File: src/rtl/rdi_div.sv
// Pipelined restoring divider: one quotient bit per stage, MSB first.
// Expects num < den * 2^QW; sideband data travels with each transaction.
module rdi_div #(
  parameter int NW = 48,
  parameter int DW = 32,
  parameter int QW = 16,
  parameter int SW = 1
) (
  input  logic          clk,
  input  logic          rst,
  input  logic          in_valid,
  input  logic [NW-1:0] num,
  input  logic [DW-1:0] den,
  input  logic [SW-1:0] side_in,
  output logic          out_valid,
  output logic [QW-1:0] quo,
  output logic [SW-1:0] side_out
);

  localparam int RW = DW + QW;

  logic          vld [QW];
  logic [RW-1:0] rem [QW];
  logic [DW-1:0] dv  [QW];
  logic [QW-1:0] qv  [QW];
  logic [SW-1:0] sb  [QW];

  genvar k;
  for (k = 0; k < QW; k++) begin : g_stage
    logic          vi;
    logic [RW-1:0] ri;
    logic [RW-1:0] sh;
    logic [RW-1:0] ro;
    logic [DW-1:0] di;
    logic [QW-1:0] qi;
    logic [QW-1:0] qo;
    logic [SW-1:0] si;

    if (k == 0) begin : g_first
      assign vi = in_valid;
      assign ri = RW'(num);
      assign di = den;
      assign qi = '0;
      assign si = side_in;
    end else begin : g_next
      assign vi = vld[k-1];
      assign ri = rem[k-1];
      assign di = dv[k-1];
      assign qi = qv[k-1];
      assign si = sb[k-1];
    end

    // Try to subtract the shifted divisor, set the quotient bit on success
    always_comb begin
      sh = RW'(di) << (QW - 1 - k);
      ro = ri;
      qo = qi;
      if (ri >= sh) begin
        ro = ri - sh;
        qo[QW-1-k] = 1'b1;
      end
    end

    // Advance one stage
    always_ff @(posedge clk) begin
      if (rst) begin
        vld[k] <= 1'b0;
      end else begin
        vld[k] <= vi;
      end
      rem[k] <= ro;
      dv[k]  <= di;
      qv[k]  <= qo;
      sb[k]  <= si;
    end
  end

  assign out_valid = vld[QW-1];
  assign quo       = qv[QW-1];
  assign side_out  = sb[QW-1];

endmodule

File: config.mk
export PLATFORM = sky130hd
export DESIGN_NAME = rdi_div
export DESIGN_NICKNAME = d
export VERILOG_FILES = /design/src/rtl/rdi_div.sv
export SDC_FILE = /design/constraint.sdc
export NUM_CORES = 2
export LEC_CHECK = 0
export ABC_AREA = 0
export BUFFER_PORTS_ARGS = -buffer_cell sky130_fd_sc_hd__buf_2
export CAP_MARGIN = 10
export CORE_UTILIZATION = 42
export CTS_CLUSTER_DIAMETER = 150
export DETAILED_ROUTE_END_ITERATION = 12
export PLACE_DENSITY_LB_ADDON = 0.08
export RECOVER_POWER = 100
export SYNTH_ARGS = -nofsm -noshare
export SYNTH_HDL_FRONTEND = slang
export SYNTH_SLANG_ARGS = --single-unit
File: constraint.sdc
create_clock -name clk -period 6.85 [get_ports clk]
set_input_delay 1.0275 -clock clk [delete_from_list [all_inputs] [get_ports clk]]
set_output_delay 1.0275 -clock clk [all_outputs]
set_load 0.01 [all_outputs]
==> results.py <==
metrics = {
    "status": {
        "status": "finished with violations",
        "violations": "max-capacitance violations, max-slew violations",
    },
    "logic_synthesis": {
        "muxShareOfSynthArea_pct": 1.318,
        "ys_types": 91,
        "yosysTopAreaCell": "dfxtp_1",
        "synth_xor_area_share_pct": 7.165,
        "synth_nets": 7825,
        "async_flop_share_pct": 0,
        "synth_area_per_cell_um2": 8.896,
        "synth_edf_count": 0,
        "yosysSeqAreaShare_pct": 42.67,
        "yosys_warnings": 0,
        "ys_ff_latch": 1368,
        "syn_inst": 7214,
        "synth_simple_gate_area_share_pct": 13.93,
        "yosys_most_used_dff": "dfxtp_1",
        "synth_area_um2": 64180,
        "synth.area.top_cells": "dfxtp_1, ha_1, a21oi_1",
        "synth_adder_area_share_pct": 10.45,
        "yosys.area.top_type_share_pct": 42.67,
        "synth-compound-area-share_pct": 19.26,
        "synth_top_family_by_area": "compound AO/OA/AOI/OAI gates",
    },
    "cells_and_area": {
        "syn2layout_area_growth_pct": 12.46,
        "nets": 7900,
        "layout-drive-gt1-share_pct": 6.014,
        "fillers": 14680,
    },
    "clock_tree": {
        "post_cts_resized": 0,
        "htreeDepth": 4,
        "cts_root_buffer": "clkbuf_16",
        "cts_tree": "done",
        "clkTransAtPathRegs_ns": 0.06,
        "numCtsBuffers": 158,
        "clock_latency_ns": 0.81,
        "clockBufferDepth": 3,
        "cts_num_sinks": 1368,
        "hold_buffers": 0,
        "post_cts_buffers": 0,
    },
    "timing": {
        "rsz0062_at_grt": "false",
        "fin_crit_ns": 5.191,
        "finalSetupViolations": 0,
        "finClkSkew_ns": 0.05403,
        "worstMarginPinSlew_ns": 2.554,
        "maxSlewHeadroom_pct": -70.27,
        "tns_ns": 0,
        "clock.fmax_mhz": 192.6,
        "fin_crit_sh_pct": 75.78,
        "hold_viol": 0,
        "maxSlewViolCount": 138,
        "hold_ws_ns": 0.2977,
    },
    "die": {
        "std_cell_rows": 143,
        "start_util_pct": 42.30,
        "core_um2": 151700,
        "chipHeight_um": 392.9,
        "io_pins": 102,
        "die_x_um": 392.9,
        "dieArea_um2": 154400,
    },
    "worst_setup_path": {
        "r2r-start": "rem[0][108]$_DFF_P_",
        "critical_path.top_delay_family": "compound AO/OA/AOI/OAI gates",
        "timing.critical_path.buf_inv": 3,
        "r2r_setup_slack_ns": 1.68,
        "crit_arrival_ns": 5.84,
        "cp_slowest_cell": "a221oi_1",
        "crit_fanout": 23,
        "crit_path_end_kind": "register",
        "worstSetupStartpointType": "input port",
        "path_class": "in -> reg",
        "required_ns": 7.50,
        "rr_worst_depth": 14,
        "slowest_delay_ns": 2.02,
        "crit_chain": "clkbuf_1, inv_1, ha_1, a21o_1, a21o_1, a21oi_1, o21ai_0, a21oi_1, o211ai_1, a221oi_1, clkbuf_1, o21ai_0",
        "regToRegEndpoint": "rem[0][170]$_DFF_P_",
    },
    "routing": {
        "dr_total_vias": 48830,
        "ant_nets": 0,
        "drt-pass1-iter-count": 6,
        "wirelength_um": 159100,
        "wl_per_cell_um": 16.84,
        "drt_iter0_markers": 2110,
        "drc_errors": 0,
        "vias_per_cell": 5.169,
    },
    "global_routing": {
        "antenna_found_initial": 1,
        "grt_pass1_vias": 50070,
        "grt_max_degree": 74,
        "grt_overflow": 0,
        "grt_pass1_wl_um": 253300,
        "grt_util_all_layers_pct": 20.51,
    },
    "hold_path": {
        "worstHoldStart": "sb[0][4]$_DFF_P_",
        "hold_end": "sb[0][5]$_DFF_P_",
        "hp-class": "reg -> reg",
        "min_path_cells": 0,
    },
    "placement": {
        "portBuffers": 101,
        "hpwl_um": 126700,
        "routabilityCongestion": 0.9011,
    },
    "power": {
        "vdd_drop_max_mv": 0.2536,
        "p_per_area_nw_per_um2": 505.6,
        "power_leakage_nw": 32.64,
    },
    "run": {
        "maxCapViolCount": 4,
    },
}
cell families (layout without fill, tap and decap cells):
family | count (synthesis) | count (layout)
AOI/OAI and AO/OA | 1982 | 1982
and+or+nand+nor | 1858 | 1858
DFF | 1368 | 1368
buffers and inverters | 878 | 1080
adders and majority gates | 527 | 527
xor gates and xnor gates | 525 | 525
muxes | 76 | 76
other | 0 | 1
metrics by stage:
step	std cells	utilization, %	power (W)	setup slack [ns]	instance area (um^2)
global placement	9159	43.96	0.02758	2.069	66700
finish	9447	47.57	0.03649	1.659	72170
CTS	9446	47.74	0.03682	2.499	72430
detailed placement	9159	43.96	0.02767	2.061	66700
global route	9447	47.57	0.03926	1.205	72170
floorplan	7214	-	0.02374	3.223	64180
layer usage:
layer	global-route usage, %	up-vias	share of wire, %
met2	40.33	946	53
met4	13.29	0	6.6
met1	19.60	22200	38
met3	2.922	481	2.7
li1	-	25200	-
met5	0	-	0
final cells by class:
cell class | count | area [um^2] | area share [%]
multi-input combinational | 4968 | 33400 | 46.27
sequential | 1368 | 27390 | 37.95
clock buffer | 221 | 4471 | 6.194
tap | 2030 | 2540 | 3.519
inverter | 663 | 2489 | 3.448
clock inverter | 66 | 1262 | 1.749
timing repair buffer | 130 | 625.6 | 0.8668
antenna | 1 | 2.502 | 0.003467
sequential cells by signal, summed over array words and instances, names as in the netlist:
| name | count |
|---|---|
| sb | 16 |
| qv | 136 |
| dv | 480 |
| vld | 16 |
| rem | 720 |
worst register-to-register path: stages, from the launching register on:
cell and delay [ns]:
dfxtp_1 0.31, inv_1 0.05, ha_1 0.22, fa_1 0.41
nor2b_1 0.17, o2111ai_1 0.16, and3_1 0.24, o31ai_1 0.79
nand2_1 0.21, a41oi_1 0.72, o21ai_0 0.20, and3_2 0.25
clkbuf_2 0.63, inv_1 0.31, mux2_2 0.36
where the power goes:
group	internal [W]	switching, W	leakage, nW
clock network	0.00546	0.00347	2.76
logic	0.00685	0.00911	18.4
registers	0.0103	0.00134	11.5
worst max path at each step:
stage / cells after the start / end / from / slack [ns]
after global routing: 12 / rem[0][26]$_DFF_P_ / den[6] / 1.20
final: 12 / rem[0][17]$_DFF_P_ / den[6] / 1.66
after CTS: 14 / rem[1][153]$_DFF_P_ / dv[1][75]$_DFF_P_ / 2.50
after floorplan: 13 / rem[0][43]$_DFF_P_ / num[15] / 3.22
after global placement: 14 / rem[0][45]$_DFF_P_ / num[15] / 2.07
after detailed placement: 14 / rem[0][45]$_DFF_P_ / num[15] / 2.06
cells in the mapped netlist, types with 54 or more instances:
master and count:
a21oi_1 624, o21bai_1 63, and3_1 54, mux2_2 68, o21a_1 66, nor3_1 106, o21ai_0 491, xnor2_1 283
dfxtp_1 1368, nor2b_1 100, nand3_1 123, a21o_1 346, xor2_1 242, nand4_1 107, nand2_1 580, nand2b_1 64
inv_1 659, clkbuf_1 169, nor4_1 68, nor2_1 458, ha_1 512, a31oi_1 59
cells in the final DEF (no fill, tap or decap), types with 68 or more instances in the layout:
cell type,count
nand4_1,107
xnor2_1,283
nand3_1,123
a21o_1,346
nand2_1,580
dfxtp_1,1368
ha_1,512
o21ai_0,495
nor2_1,457
nor3_1,106
nor2b_1,100
a21oi_1,626
inv_1,662
xor2_1,242
nor4_1,68
clkbuf_16,158
clkbuf_1,93
No activity file was read; power rests on OpenSTA's default activity.
